## src/hdl/cmom_ram.sv

```systemverilog
module cmom_ram #(
    parameter int WIDTH = 12,
    parameter int DEPTH = 256
) (
    input  logic                     i_clk,
    input  logic                     i_we,
    input  logic [$clog2(DEPTH)-1:0] i_waddr,
    input  logic [WIDTH-1:0]         i_wdata,
    input  logic                     i_re,
    input  logic [$clog2(DEPTH)-1:0] i_raddr,
    output logic [WIDTH-1:0]         o_rdata
);

    logic [WIDTH-1:0] r_mem [DEPTH];
    logic [WIDTH-1:0] r_rdata;

    // one write port, one registered read port
    always_ff @(posedge i_clk) begin
        if (i_we) begin
            r_mem[i_waddr] <= i_wdata;
        end
        if (i_re) begin
            r_rdata <= r_mem[i_raddr];
        end
    end

    assign o_rdata = r_rdata;

endmodule

```

## config.mk

```make
export PLATFORM = sky130hd
export DESIGN_NAME = cmom_ram
export DESIGN_NICKNAME = d
export VERILOG_FILES = /design/src/hdl/cmom_ram.sv
export SDC_FILE = /design/constraint.sdc
export NUM_CORES = 2
export LEC_CHECK = 0
export BUFFER_PORTS_ARGS = -buffer_cell sky130_fd_sc_hd__buf_2
export CELL_PAD_IN_SITES_DETAIL_PLACEMENT = 1
export CELL_PAD_IN_SITES_GLOBAL_PLACEMENT = 2
export CORE_MARGIN = 2
export CORE_UTILIZATION = 50
export CTS_CLUSTER_DIAMETER = 100
export CTS_CLUSTER_SIZE = 40
export DETAILED_ROUTE_END_ITERATION = 12
export PLACE_DENSITY_LB_ADDON = 0.08
export SYNTH_ARGS = -nofsm -noshare
export SYNTH_HDL_FRONTEND = slang
export SYNTH_SLANG_ARGS = --single-unit
```

## constraint.sdc

```tcl
create_clock -name i_clk -period 6.9 [get_ports i_clk]
set_clock_uncertainty 0.1 [all_clocks]
set_input_delay 0.69 -clock i_clk [delete_from_list [all_inputs] [get_ports i_clk]]
set_output_delay 0.69 -clock i_clk [all_outputs]
set_load 0.005 [all_outputs]
```

==> impl_metrics.ini <==
[synthesis]
synth_top_area_share = 0.780
netlist_instances = 5506
synth.avg_cell_area_um2 = 21.6
synthFlopType = edfxtp_1
synth.area.mux_share = 0.143
synthArstFlopShare = 0
yosys.area_share.simple = 0.0217
syn_nets = 5537
synth_top_family_by_area = multiplexers
synthTopCellsByArea = edfxtp_1, mux4_2, mux2i_1
synth_fa_ha_area_frac = 0
yosysSeqAreaShare = 0.780
synth.distinct_cells = 60
ys_warn_count = 0
synth_edf_count = 3084
yosysTopAreaCell = edfxtp_1
synth_compound_area_frac = 0.0374
synth_xor_area_frac = 0
synth_seq_cells = 3084
syn_area_um2 = 119000

[worst_setup_path]
rrSetupSlack_ns = 3.40
critPathKind = in -> reg
crit_path_start_kind = primary input
reg2regPathDepth = 6
critPathArrivalTime_ns = 5.35
worst_ep_required_time_ns = 7.40
r2r-start = r_mem[143][0]$_DFFE_PP_
r2r-end = o_rdata[0]$_DFFE_PP_
crit_path_end = o_rdata[0]$_DFFE_PP_
critPathMaxFanout = 77
crit_path_end_kind = flip-flop
cp-startpoint = i_raddr[0]

[clock_tree]
postCtsHoldBufs = 0
clkLatencyLatePin_ns = 0.85
numCtsBuffers = 108
cts_tree = yes
cts_resized = 0
post_cts_buffers = 0
cts_root_buffer = clkbuf_16
cts_sinks = 3084
clkTransAtPathRegs_ns = 0.14
cts-htree-levels = 3
clk_path_buf_depth = 3

[floorplan]
die_area_um2 = 241000
io_pins = 43
core_um2 = 236000
initial_core_util = 0.504
die_y_um = 491
row_count = 178
die_width_um = 491

[cells_and_area]
layout-drive-gt1-share = 0.229
utilization = 0.543
fin_nets = 5673
syn2layout_area_growth_pct = 7.69
fin_cells = 8876
final_cell_area_um2 = 128000
fillers = 20167
regArea_um2 = 92600
multi_input_area_um2 = 24200

[routing]
antenna_left = 0
avgViaCountPerCell = 6.49
dr_total_vias = 57638
drc_errors = 0
totalWireLength_mm = 332
dr.first_iter.drc_count = 7468
dr.pass1.iters = 5
wl_per_cell_um = 37.4

[power]
powerDensity_nw_per_um2 = 252
peakVddDrop_v = 0.000211
power_leakage_uw = 0.0388

[global_routing]
grt_start_max_net_pins = 185
antenna_found_initial = 21
grt_pass1_vias = 58501
gr-total-overflow = 0
grt_pass1_wl_mm = 466
track_usage = 0.274

[placement]
hpwl_mm = 202
routabilityCongestion = 0.822
portBuffers = 42
dp_cells = 8682
post_dp_cell_area_um2 = 124000

[timing]
period_minus_slack_ns = 4.84
worst_pin_slew_ns = 1.46
max_freq_mhz = 207
finalHoldViolations = 0
rsz0062_at_grt = no
slew_viol_final = 0
finalSetupViolCount = 0
fin_tns_setup_ns = 0
max-slew-margin-rel = 0.0147
finalCritPeriodShare = 0.702

[run_status]
status = finished, violations left
violations = capacitance limit

[hold_path]
hold_path.class = in -> reg

[flow_run]
cap_viol_max_count = 1
[cell usage after synthesis, drive strengths merged, types with 4 or more instances]
cell type,number
nor2b,37
a311oi,5
a31oi,16
buf,185
and3b,7
a21oi,121
or3,4
a22o,19
nor2,302
and2,4
o221ai,55
o2111ai,4
mux2i,223
o22ai,88
edfxtp,3084
mux2,35
a22oi,215
a211oi,20
o21ai,35
clkbuf,153
nor4,37
and3,6
nand2b,9
o32ai,11
mux4,636
a221oi,20
or2,6
nand3b,4
nor4b,6
nand4,13
nand3,32
nand2,45
o31ai,5
nor3,33
[cells in the final DEF (no fill, tap or decap), types with 20 or more instances in the layout]
master	instances
nor3_1	28
a21oi_1	121
clkbuf_16	111
buf_12	26
edfxtp_1	3084
a211oi_1	20
o22ai_1	88
nand2_1	43
nand3_1	23
nor2_2	49
o21ai_0	34
buf_4	299
mux2i_1	223
buf_2	26
inv_12	20
mux4_2	636
nor2_1	251
nor2b_1	33
mux2_2	28
nor4_1	30
o221ai_1	53
a22oi_1	215
[logic make-up (layout without fill, tap and decap cells)]
kind of cell	count (synthesis)	after routing
multiplexers	894	894
buffers and inverters	341	554
AO/OA/AOI/OAI	637	637
flip-flops	3084	3084
other	0	7
AND/OR/NAND/NOR	550	550
[report_power, final]
part	internal [µW]	leakage (µW)	switching (µW)
registers	20600	0.0277	28.2
logic	610	0.00916	1330
clock network	3460	0.00191	6140
total	24700	0.0388	7500
[flip-flops by register name (all words and copies together) (netlist names)]
name and cells:
o_rdata 12, r_mem 3072
[worst max-delay path, stage by stage]
cell and delay (ns):
buf_12 0.52, buf_12 0.40, buf_4 0.56, buf_4 0.33
mux4_2 0.52, a22oi_1 0.21, a21oi_1 0.12, nor3_1 0.96
a2bb2oi_1 0.42, and3b_1 0.32
[worst min-delay path by stage]
stage / end / from / slack, ns / depth (start not counted)
after floorplan: r_mem[0][0]$_DFFE_PP_ / i_wdata[0] / 0.69 / 0
after CTS: r_mem[59][0]$_DFFE_PP_ / i_wdata[0] / 0.16 / 1
after global routing: r_mem[58][0]$_DFFE_PP_ / i_wdata[0] / 0.15 / 1
after global placement: o_rdata[5]$_DFFE_PP_ / r_mem[39][5]$_DFFE_PP_ / 0.94 / 4
after detailed placement: o_rdata[5]$_DFFE_PP_ / r_mem[37][5]$_DFFE_PP_ / 0.96 / 4
final: r_mem[58][0]$_DFFE_PP_ / i_wdata[0] / 0.17 / 1
[stage by stage]
stage          power (µW)  hold slack [ns]  setup slack, ns
2_1_floorplan       22100            0.689             4.05
3_3_place_gp        23000            0.941             1.14
3_5_place_dp        23100            0.962             1.06
4_1_cts             32400            0.160             1.98
5_1_grt             33000            0.154             1.79
6_report            32200            0.166             2.06
[routing by layer]
metal	vias up	track usage	wire length, µm
met5	-	0	87
li1	23367	-	-
met4	14	0.0578	7670
met1	31847	0.405	141000
met3	295	0.0392	22400
met2	2115	0.440	161000
[cell type report]
type,count,share of cell area
Clock buffer,113,0.0218
Timing Repair Buffer,364,0.0242
Tap cell,3150,0.0308
Clock inverter,74,0.00927
Multi-Input combinational cell,2081,0.190
Sequential cell,3084,0.724
Inverter,3,0.0000881
Antenna cell,7,0.000137
Note: power is estimated with default switching activity, not from simulation.
