<file path="src/hdl/cmom_pkg.sv">
package cmom_pkg;

    // accumulator and quotient width, wide enough for every power sum
    localparam int ACC_W   = 64;
    // width of a reported moment value
    localparam int VALUE_W = 57;
    localparam int KIND_W  = 2;

    // result kinds, in emission order
    localparam logic [KIND_W-1:0] KIND_MEAN = 2'd0;
    localparam logic [KIND_W-1:0] KIND_VAR  = 2'd1;
    localparam logic [KIND_W-1:0] KIND_M3   = 2'd2;
    localparam logic [KIND_W-1:0] KIND_M4   = 2'd3;

    typedef enum logic [2:0] {
        S_LOAD,
        S_DSTART,
        S_DWAIT,
        S_OUT,
        S_PASS,
        S_DRAIN
    } t_state;

    // divider request and response
    typedef struct packed {
        logic             start;
        logic [ACC_W-1:0] dividend;
    } t_div_req;

    typedef struct packed {
        logic             done;
        logic [ACC_W-1:0] quotient;
    } t_div_rsp;

endpackage

</file>
<file path="src/hdl/cmom_div.sv">
module cmom_div
    import cmom_pkg::*;
#(
    parameter int DIVISOR_W = 9
) (
    input  logic                 i_clk,
    input  logic                 i_rst_n,
    input  t_div_req             i_req,
    input  logic [DIVISOR_W-1:0] i_divisor,
    output t_div_rsp             o_rsp
);

    localparam int STEP_W = $clog2(ACC_W + 1);

    logic [ACC_W-1:0]     r_quo;
    logic [DIVISOR_W-1:0] r_rem;
    logic [STEP_W-1:0]    r_step;
    logic                 r_busy;
    logic                 r_done;

    logic [DIVISOR_W:0]   trial;
    logic [DIVISOR_W:0]   diff;
    logic                 ge;

    // restoring step: remainder stays below the divisor, so trial < 2*divisor
    assign trial = {r_rem, r_quo[ACC_W-1]};
    assign diff  = trial - {1'b0, i_divisor};
    assign ge    = trial >= {1'b0, i_divisor};

    // control
    always_ff @(posedge i_clk) begin
        if (!i_rst_n) begin
            r_busy <= 1'b0;
            r_done <= 1'b0;
            r_step <= '0;
        end else begin
            r_done <= 1'b0;
            if (i_req.start) begin
                r_busy <= 1'b1;
                r_step <= STEP_W'(ACC_W);
            end else if (r_busy) begin
                r_step <= r_step - STEP_W'(1);
                if (r_step == STEP_W'(1)) begin
                    r_busy <= 1'b0;
                    r_done <= 1'b1;
                end
            end
        end
    end

    // one quotient bit per cycle, MSB first
    always_ff @(posedge i_clk) begin
        if (i_req.start) begin
            r_quo <= i_req.dividend;
            r_rem <= '0;
        end else if (r_busy) begin
            r_quo <= {r_quo[ACC_W-2:0], ge};
            r_rem <= ge ? diff[DIVISOR_W-1:0] : trial[DIVISOR_W-1:0];
        end
    end

    assign o_rsp.done     = r_done;
    assign o_rsp.quotient = r_quo;

endmodule

</file>
<file path="config.mk">
export PLATFORM = sky130hd
export DESIGN_NAME = cmom_div
export DESIGN_NICKNAME = d
export VERILOG_FILES = /design/src/hdl/cmom_pkg.sv /design/src/hdl/cmom_div.sv
export SDC_FILE = /design/constraint.sdc
export NUM_CORES = 1
export LEC_CHECK = 0
export BUFFER_PORTS_ARGS = -buffer_cell sky130_fd_sc_hd__buf_4
export CAP_MARGIN = 30
export CORE_MARGIN = 8
export CORE_UTILIZATION = 45
export CTS_CLUSTER_DIAMETER = 120
export CTS_CLUSTER_SIZE = 20
export DETAILED_ROUTE_END_ITERATION = 7
export PLACE_DENSITY = 0.83
export RECOVER_POWER = 100
export SLEW_MARGIN = 25
export SYNTH_ARGS = -nofsm -noshare
export SYNTH_HDL_FRONTEND = slang
export SYNTH_SLANG_ARGS = --single-unit
export TNS_END_PERCENT = 100
</file>
<file path="constraint.sdc">
create_clock -name i_clk -period 3.1 [get_ports i_clk]
set_clock_uncertainty 0.2 [all_clocks]
set_input_delay 0.93 -clock i_clk [delete_from_list [all_inputs] [get_ports i_clk]]
set_output_delay 0.93 -clock i_clk [all_outputs]
set_load 0.02 [all_outputs]
</file>
==> results of run 1 <==
## cells by family after synthesis
family | synth area share [%]
muxes | 19.4
xor gates and xnor gates | 2.23
AOI/OAI and AO/OA | 7.63
adders and majority gates | 4.02
and+or+nand+nor | 5.62
buffers and inverters | 2.87
DFF | 58.2
## layout by cell type, fill, tap and decap left out, drive strengths merged, types with 6 or more instances in the layout
cell / n
edfxtp: 64
o21ai: 9
mux2: 64
clkbuf: 77
xor2: 6
inv: 14
buf: 78
ha: 11
dfxtp: 18
nand2: 11
nor2: 20
## per-stage QoR
stage / utilization (%) / setup slack (ps) / hold slack (ps) / area (sq um)
after floorplan: - / 37.7 / 226 / 3920
final: 58.7 / 234 / 268 / 5040
after CTS: 61.9 / 352 / 269 / 5320
after detailed placement: 59.5 / -3.14 / 250 / 5110
after global routing: 58.7 / 123 / 293 / 5040
after global placement: 59.5 / 86.7 / 242 / 5110
## per-layer routing
| metal | vias to the layer above | track usage, % | routed length (um) |
|---|---|---|---|
| met5 | - | 0 | 0 |
| met4 | 0 | 5.79 | 95 |
| met3 | 10 | 6.92 | 803 |
| met2 | 85 | 27.1 | 4840 |
| met1 | 1313 | 16.7 | 3520 |
| li1 | 1342 | - | - |
## worst min-delay path, stage by stage, from the launching register on
cell and delay (ps):
sky130_fd_sc_hd__dfxtp_1 330, sky130_fd_sc_hd__nand2_1 50, sky130_fd_sc_hd__o21ai_0 60
## flip-flops by register name, summed over array words and instances, names as in the netlist
signal	cells
r_step	7
r_quo	64
r_rem	9
r_done	1
r_busy	1
## power breakdown
group | leakage (nW) | internal (mW) | switching [mW]
combinational | 1.10 | 0.233 | 0.309
sequential | 0.791 | 1.31 | 0.0595
clock | 0.106 | 0.445 | 0.371
## layout make-up
| class | instances | area [sq um] | area share, % |
|---|---|---|---|
| Clock buffer | 9 | 124 | 2.46 |
| Clock inverter | 6 | 82.6 | 1.64 |
| Inverter | 15 | 60.1 | 1.19 |
| Multi-Input combinational cell | 173 | 1510 | 30.0 |
| Sequential cell | 82 | 2280 | 45.3 |
| Tap cell | 108 | 135 | 2.68 |
| Timing Repair Buffer | 146 | 845 | 16.7 |
## cells in the mapped netlist (4+ instances only)
cell                       number  area share (%)
sky130_fd_sc_hd__inv_1         15             1.4
sky130_fd_sc_hd__mux2_2        64              18
sky130_fd_sc_hd__xnor2_1        4            0.89
sky130_fd_sc_hd__mux2i_1        4             1.0
sky130_fd_sc_hd__nor2_1        20             1.9
sky130_fd_sc_hd__edfxtp_1      64              49
sky130_fd_sc_hd__dfxtp_1       18             9.2
sky130_fd_sc_hd__nand2_1       10            0.96
sky130_fd_sc_hd__ha_1          11             3.5
sky130_fd_sc_hd__clkbuf_1      10            0.96
sky130_fd_sc_hd__nor3_1         4            0.51
sky130_fd_sc_hd__o21ai_0        8             1.0
sky130_fd_sc_hd__xor2_1         6             1.3
## worst min path at each step
stage,end,slack (ps),cells past startpoint
floorplan,r_rem[8],230,2
global placement,r_rem[8],240,2
detailed placement,r_rem[8],250,2
CTS,r_rem[8],270,2
global route,r_rem[8],290,2
finish,r_rem[8],270,2
==> parameters.txt, run 1 <==
Parameter                              Value

Run status
  Run status ... complete, but fails checks
  Failing checks ... capacitance limit, slew limit

Logic synthesis
  Number of distinct library cells after synthesis ... 44
  Post-synth EDFFs ... 64
  Mean instance size in the synthesized netlist ... 13.9 sq um
  Number of instances in the synthesized netlist ... ~280
  Mapped Nets ... 370
  Synthesis Warnings ... 0
  Flip-flop cell with the highest count after synthesis ... sky130_fd_sc_hd__edfxtp_1
  Sequential cell area fraction in the yosys report ... 58.2%
  Synth async-reset ratio ... 0%
  Netlist area before placement ... 3920 sq um
  Flip-flop and latch count after synthesis ... 82

Worst setup path
  Launching point of the worst reg2reg path ... r_quo[63]
  Critical Path End Type ... register
  End point of the critical path ... r_rem[1]
  Required time at the worst-slack endpoint ... 3040 ps
  Buf+Inv Stages, Crit Path ... 2
  Cell family with the largest share of critical-path delay ... compound AO/OA/AOI/OAI gates
  Capturing point of the worst reg2reg path ... r_rem[1]
  Cell mode on critical path ... sky130_fd_sc_hd__a211oi_1
  Critical path peak fanout ... 9
  Critical path class ... in2reg
  Type of origin of the critical path ... primary input
  FF-to-FF setup slack ... 390 ps
  Cells along the critical path ... clkbuf_4 -> ha_1 -> inv_1 -> fa_1 -> a211oi_1 -> o21ai_2 -> a31oi_4 -> mux2i_1 -> a211oi_1
  Arrival time of the worst setup path ... approximately 2800 ps
  CP Launch Point ... i_divisor[0]
  Worst path max stage delay ... about 400 ps
  Worst-path cell with the longest stage delay ... sky130_fd_sc_hd__fa_1
  Critical path depth ... 9
  Logic depth of the worst register-to-register path ... 9

Die
  Die ar. ... 12000 sq um
  Starting density of the core ... a little under half
  Overall die width ... around 110 um
  Number of rows created at floorplan ... 34
  Floorplan core area ... 8590 sq um
  Boundary Pins ... 141
  Die Span Y ... roughly 110 um

Timing
  Worst slew margin relative to its limit ... -4.94%
  Final setup violation count ... 0
  Number of failing hold endpoints at the final stage ... 0
  Min Clock Period, post-route ... 2870 ps
  RSZ-0062 raised after global routing ... false
  Max-slew violations ... 75
  Setup TNS Final ... 0 ps
  Highest clock rate ... 349 MHz
  Slew at the pin closest to its max-slew limit ... 1570 ps
  Period utilisation layout ... 92.4%

Worst hold path
  Min-Delay Startpoint ... r_rem[8]
  Type of the tightest min-delay check ... reg2reg

Clocking
  Clock latency on the worst-skew pair ... 340 ps
  Number of clock buffers inserted by TritonCTS ... 9
  CTS clock-pin slew for the worst setup and hold paths ... around 80 ps
  CTS resizes ... 0
  # Post-CTS Setup Buffers ... 0
  Hold buffers post-CTS ... 0
  Cell at the root of the clock tree ... sky130_fd_sc_hd__clkbuf_8
  Buffers from clock root to sink, at most ... 2
  CTS sink count ... 82
  CTS tree ... yes
  H-Tree Depth ... 3

Placement
  Estimated wirelength of the detail-placed design ... about 7000 um
  RePlAce Congestion ... 0.823
  Port Buffer Count ... 140
  Post-Place Cells ... 524

Global route
  GRT Overall Usage ... between 15 and 20%
  Global-route wire length before repair ... 14500 um
  Maximum number of pins on one net before global-route repair ... 75
  Number of global-route vias before repair ... approximately 3000
  Grt ovf ... 0
  Initial antenna violation count ... 0

Drt
  Final wirelength ... 9260 um
  First-iteration detailed-routing DRC count ... 90
  DRC Markers ... 0
  Total via count in the routed design ... roughly 2800
  DRT antenna net count ... 0
  Routed wire length per instance ... 17.2 um
  Drt first pass iters ... 4
  Vias/cell ... between 5 and 6

Pwr
  Worst-case vdd ir drop ... 0.301 mV
  Leakage power ... 1.99 nW
  Final total power ... around 2.7 mW
  Power per cell area ... 542 nW/um^2

Layout
  Count of antenna diodes in the layout ... 0
  Nets@finish ... 515
  Share of post-route cells with drive strength above 1 ... between 30% and 40%
  Post-Layout Cell Count ... 539
  Area grow syn2layout ... 28.6%
  Filler Cell Count ... 791

Job
  # Max-Cap Violations ... 1
(Power assumes the default switching activity.)
==> inputs of run 2 (changes only) <==
CORE_ASPECT_RATIO = 1.75   (was default)
==> run 2 against run 1 <==
  * Worst setup slack gained 34 ps
  * The flow still finishes with violations (capacitance limit, slew limit)
  * Power grew 16%
  * Maximum frequency grew 1.2%
  * Combinational power grew 3%
  * Wire length grew 6.2%
  * Flip-flop and latch count is the same
  * Clock power grew 51%
  * Largest power group unchanged
  * Hold slack gained 17 ps
  * Critical path type unchanged
  * First-iteration DRC count grew 20%
==> parameters.txt, run 2 (synthesis gave the netlist of run 1 again) <==
Parameter                              Value

Run status
  Run status ... complete, but fails checks
  Failing checks ... capacitance limit, slew limit

Clocking
  CTS resizes ... 0
  CTS clock-pin slew for the worst setup and hold paths ... 60 ps
  Hold buffers post-CTS ... 0
  H-Tree Depth ... 3
  Cell at the root of the clock tree ... sky130_fd_sc_hd__clkbuf_16
  Number of clock buffers inserted by TritonCTS ... 9
  Buffers from clock root to sink, at most ... 2
  CTS sink count ... roughly 80
  CTS tree ... yes
  Clock latency on the worst-skew pair ... 330 ps
  # Post-CTS Setup Buffers ... 0

Drt
  Wire length on met3 ... 812 um
  Routed wire length per instance ... 17.9 um
  Final wirelength ... between 9000 and 10000 um
  Post-route met1 wirelength ... 3390 um
  DRC Markers ... 0
  DRT antenna net count ... 0
  Met2 routed wirelength ... ~5500 um
  Top sig layer ... met4
  Vias/cell ... 5.13
  First-iteration detailed-routing DRC count ... 108
  Total via count in the routed design ... 2829
  Drt first pass iters ... 4

Worst setup path
  Critical path class ... in2reg
  Critical path peak fanout ... 11
  End point of the critical path ... r_rem[1]
  Logic depth of the worst register-to-register path ... 10
  FF-to-FF setup slack ... between 400 and 500 ps
  Launching point of the worst reg2reg path ... r_quo[63]
  Critical Path End Type ... register
  Capturing point of the worst reg2reg path ... r_rem[1]
  Type of origin of the critical path ... primary input
  Arrival time of the worst setup path ... between 2000 and 3000 ps
  CP Launch Point ... i_divisor[0]
  Required time at the worst-slack endpoint ... 3100 ps

Timing
  Number of failing hold endpoints at the final stage ... 0
  Period utilisation layout ... 91.3%
  Max-slew violations ... between 60 and 70
  RSZ-0062 raised after global routing ... false
  Highest clock rate ... 353 MHz
  Setup TNS Final ... 0 ps
  Slew at the pin closest to its max-slew limit ... 1660 ps
  Worst slew margin relative to its limit ... -10.4%
  Final setup violation count ... 0
  Min Clock Period, post-route ... roughly 2800 ps

Global route
  Maximum number of pins on one net before global-route repair ... 75
  Initial antenna violation count ... 0
  Global-route wire length before repair ... 15800 um
  Number of global-route vias before repair ... 3207
  Grt ovf ... 0
  GRT Overall Usage ... 16.8%

Layout
  Register with the highest flop count ... r_quo
  Count of antenna diodes in the layout ... 0
  Area grow syn2layout ... 33.8%
  Registers with the most flip-flops ... r_quo (64), r_rem (9), r_step (7)
  Most common cell after layout, fill and taps aside ... sky130_fd_sc_hd__buf_4
  Most frequent cells in the layout ... 78 x sky130_fd_sc_hd__buf_4, 66 x sky130_fd_sc_hd__clkbuf_1, 64 x sky130_fd_sc_hd__mux2_2, 64 x sky130_fd_sc_hd__edfxtp_1, 20 x sky130_fd_sc_hd__nor2_1
  Number of flip-flops in the largest register ... 64
  Share of post-route cells with drive strength above 1 ... 39.2%
  Nets@finish ... 517

Die
  Number of rows created at floorplan ... 45
  Starting density of the core ... 45.8%
  Overall die width ... 86.6 um
  Die ar. ... ~12000 sq um
  Die Span Y ... 139 um
  Boundary Pins ... 141
  Floorplan core area ... 8560 sq um

Worst hold path
  Type of the tightest min-delay check ... reg2reg

Pwr
  Sequential share of power ... ~44%
  Leakage power ... 2.07 nW
  Worst-case vdd ir drop ... 0.396 mV
  Final total power ... ~3.2 mW
  Portion of total power attributed to combinational logic ... 17.6%
  Psw ... 816 uW
  Power per cell area ... 604 nW/um^2
  Part of the total power dissipated in the clock network ... 38.9%
  Switching power share of the total ... about a quarter
  Int Pwr ... ~2.4 mW

Placement
  Estimated wirelength of the detail-placed design ... 7380 um
  Port Buffer Count ... 140
  RePlAce Congestion ... 0.876

Job
  # Max-Cap Violations ... 1
==> run 2: changes by cell type in the layout (fill, tap and decap cells not counted), moves of 2 or more <==
cell / delta
sky130_fd_sc_hd__clkbuf_16: +9
sky130_fd_sc_hd__buf_12: +2
sky130_fd_sc_hd__clkbuf_8: -9
sky130_fd_sc_hd__inv_6: +2
sky130_fd_sc_hd__clkinv_2: -2
sky130_fd_sc_hd__mux2_1: -2
sky130_fd_sc_hd__mux2_2: +2
==> run 2: area by class of cell <==
type	instances	area, sq um
Fill cell	732	3310
Tap cell	117	146
Sequential cell	82	2280
Timing Repair Buffer	148	886
Inverter	15	60.1
Multi-Input combinational cell	173	1520
Clock buffer	9	225
Clock inverter	7	124
==> run 2: critical path, stage by stage <==
cell and delay, ps:
sky130_fd_sc_hd__clkbuf_4 100, sky130_fd_sc_hd__ha_1 150, sky130_fd_sc_hd__inv_1 60, sky130_fd_sc_hd__fa_1 390, sky130_fd_sc_hd__a211oi_1 370, sky130_fd_sc_hd__o21ai_2 150, sky130_fd_sc_hd__a31oi_4 240, sky130_fd_sc_hd__buf_12 160
sky130_fd_sc_hd__mux2i_1 190, sky130_fd_sc_hd__a211oi_1 90
==> run 2: power by group through the flow <==
stage	clock [mW]	sequential, mW	combinational [mW]
finish	1.23	1.38	0.556
global route	1.29	1.39	0.604
CTS	1.26	1.38	0.638
detailed placement	0	1.40	0.633
global placement	0	1.40	0.623
floorplan	0	1.50	0.243
==> run 2: routing by layer <==
metal	GRT usage (%)	vias up
met4	7.67	0
met1	16.0	1354
met2	30.1	105
met3	6.54	13
met5	0	-
li1	-	1357
==> run 2: through the flow <==
stage                     hold WS [ps]  setup slack, ps  instances  area (sq um)  util [%]
final                              285              268        551          5240      61.3
after global routing               332              157        551          5240      61.3
after CTS                          283              405        551          5500      64.3
after global placement             239              146        535          5150      60.2
after floorplan                    226             37.7        282          3920         -
after detailed placement           268             60.1        535          5150      60.2
==> run 2: worst min path at each step <==
stage	startpoint	end	slack [ps]	depth (start not counted)
3_5_place_dp	r_rem[8]	r_rem[8]	270	2
6_report	r_rem[8]	r_rem[8]	280	2
4_1_cts	r_rem[8]	r_rem[8]	280	2
5_1_grt	r_rem[8]	r_rem[8]	330	2
2_1_floorplan	r_rem[8]	r_rem[8]	230	2
3_3_place_gp	r_rem[8]	r_rem[8]	240	2
==> inputs of run 3 (changes only) <==
CORE_UTILIZATION = 48   (was 45)
PLACE_DENSITY = 0.85   (was 0.83)
REMOVE_ABC_BUFFERS = 1   (was default)
clock period = 3.7 ns   (was 3.1 ns; I/O delays follow)
==> run 3 against run 2 <==
  * The flow now finishes without violations
  * Largest power group unchanged
  * Hold slack worse by 21 ps
  * Sequential share of layout area is 0.87 points higher
  * Cell count is 6.0% lower
  * Final area is 2.0% lower
  * Critical path depth is 6 lower
  * First-iteration DRC count is 3.7% lower
  * Flip-flop and latch count stayed put
  * Sequential power is 16% lower
==> parameters.txt, run 3 (synthesis gave the netlist of run 1 again) <==
Parameter                              Value

Clocking
  CTS clock-pin slew for the worst setup and hold paths ... about 60 ps
  CTS sink count ... 82
  CTS resizes ... 0
  # Post-CTS Setup Buffers ... 0
  Clock latency on the worst-skew pair ... 330 ps
  Buffers from clock root to sink, at most ... 2
  H-Tree Depth ... 3
  Hold buffers post-CTS ... 0
  CTS tree ... yes
  Cell at the root of the clock tree ... sky130_fd_sc_hd__clkbuf_16
  Number of clock buffers inserted by TritonCTS ... 9

Layout
  Nets@finish ... around 510
  Registers with the most flip-flops ... r_quo (64), r_rem (9), r_step (7)
  Most common cell after layout, fill and taps aside ... sky130_fd_sc_hd__buf_4
  Area grow syn2layout ... 31.2%
  Register with the highest flop count ... r_quo
  Count of antenna diodes in the layout ... 0
  Final non-filler cell area ... between 5000 and 6000 sq um
  Share of post-route cells with drive strength above 1 ... 37.1%
  Number of flip-flops in the largest register ... 64
  Most frequent cells in the layout ... 74 x sky130_fd_sc_hd__buf_4, 66 x sky130_fd_sc_hd__clkbuf_1, 64 x sky130_fd_sc_hd__edfxtp_1, 62 x sky130_fd_sc_hd__mux2_2, 20 x sky130_fd_sc_hd__nor2_1

Job
  # Max-Cap Violations ... 0

Placement
  RePlAce Congestion ... 0.845
  Port Buffer Count ... 140
  Placed cell areas ... 5050 sq um
  Estimated wirelength of the detail-placed design ... 7440 um

Worst setup path
  Type of origin of the critical path ... primary input
  Critical Path End Type ... register
  Required time at the worst-slack endpoint ... 3500 ps
  Logic depth of the worst register-to-register path ... 9
  Critical path class ... in2reg
  Critical path peak fanout ... 60
  Arrival time of the worst setup path ... just over 3000 ps

Timing
  Max-slew violations ... 0
  Worst slew margin relative to its limit ... 19.2%
  Final setup violation count ... 0
  Setup TNS Final ... 0 ps
  RSZ-0062 raised after global routing ... false
  Min Clock Period, post-route ... 3260 ps
  Highest clock rate ... 307 MHz
  Slew at the pin closest to its max-slew limit ... 1210 ps
  Period utilisation layout ... between 80% and 90%
  Number of failing hold endpoints at the final stage ... 0

Die
  Boundary Pins ... about 140
  Number of rows created at floorplan ... 43
  Overall die width ... ~84 um
  Die ar. ... roughly 11000 sq um
  Die Span Y ... approximately 140 um
  Floorplan core area ... 7910 sq um
  Starting density of the core ... ~50%

Global route
  Number of global-route vias before repair ... 3025
  Initial antenna violation count ... 0
  Global-route wire length before repair ... 15200 um
  Grt ovf ... 0
  Maximum number of pins on one net before global-route repair ... 61
  GRT Overall Usage ... between 10% and 20%

Pwr
  Power per cell area ... 511 nW/um^2
  Leakage power ... between 2 and 2.5 nW
  Worst-case vdd ir drop ... 0.419 mV
  Final total power ... between 2 and 3 mW

Drt
  Total via count in the routed design ... 2755
  Final wirelength ... 9730 um
  Routed wire length per instance ... 18.8 um
  DRT antenna net count ... 0
  First-iteration detailed-routing DRC count ... 104
  DRC Markers ... 0
  Vias/cell ... between 5 and 6
  Drt first pass iters ... 4

Run status
  Run status ... finished, final reports clean

Worst hold path
  Type of the tightest min-delay check ... reg2reg
  Number of instances on the worst hold path ... 2
==> run 3: cell types whose count changed in the layout (fill, tap and decap cells not counted), sizes merged <==
| cell | previous run | this run |
|---|---|---|
| clkinvlp | 2 | 1 |
| inv | 16 | 15 |
| clkbuf | 77 | 78 |
| buf | 80 | 75 |
==> run 3: metal layers <==
metal | part of all wire [%] | up-vias | GRT usage, %
met2 | 59 | 80 | 32.1
met3 | 5.2 | 13 | 5.90
met5 | 0 | - | 0
met1 | 33 | 1333 | 15.4
li1 | - | 1329 | -
met4 | 2.3 | 0 | 8.11
==> run 3: metrics by stage <==
stage / instances / hold WS (ps) / worst slack [ps] / util [%]
final: 518 / 264 / 442 / 65.0
after CTS: 518 / 272 / 660 / 68.3
after global routing: 518 / 311 / 263 / 65.0
after detailed placement: 502 / 258 / 314 / 63.9
after floorplan: 270 / 226 / 618 / -
after global placement: 502 / 237 / 388 / 63.9
==> run 3: worst paths after layout <==
check / to / from / slack, ps
worst max register to register: r_rem[4] / r_quo[63] / 790
worst min-delay path: r_rem[8] / r_rem[8] / 260
worst max-delay path: r_quo[58] / i_req[64] / 440
worst min register to register: r_rem[8] / r_rem[8] / 260
==> run 3: layout make-up <==
type	count	area, sq um
fillers	649	2770
flip-flops and latches	82	2280
multi-input cells	173	1520
repair buffers	142	830
clock buffers	11	243
well taps	90	113
clock inverters	5	101
inverters	15	56.3
==> run 3: worst max-delay path, stage by stage <==
cell and delay, ps:
sky130_fd_sc_hd__clkbuf_2 880, sky130_fd_sc_hd__nor2_1 340, sky130_fd_sc_hd__inv_1 330, sky130_fd_sc_hd__buf_12 340
==> run 3: power by group <==
part	total [mW]	switching, mW	leakage, nW	internal [mW]
sequential	1.16	0.0530	0.791	1.10
clock	1.02	0.345	0.163	0.676
combinational	0.454	0.260	1.08	0.194
total	2.63	0.658	2.04	1.97
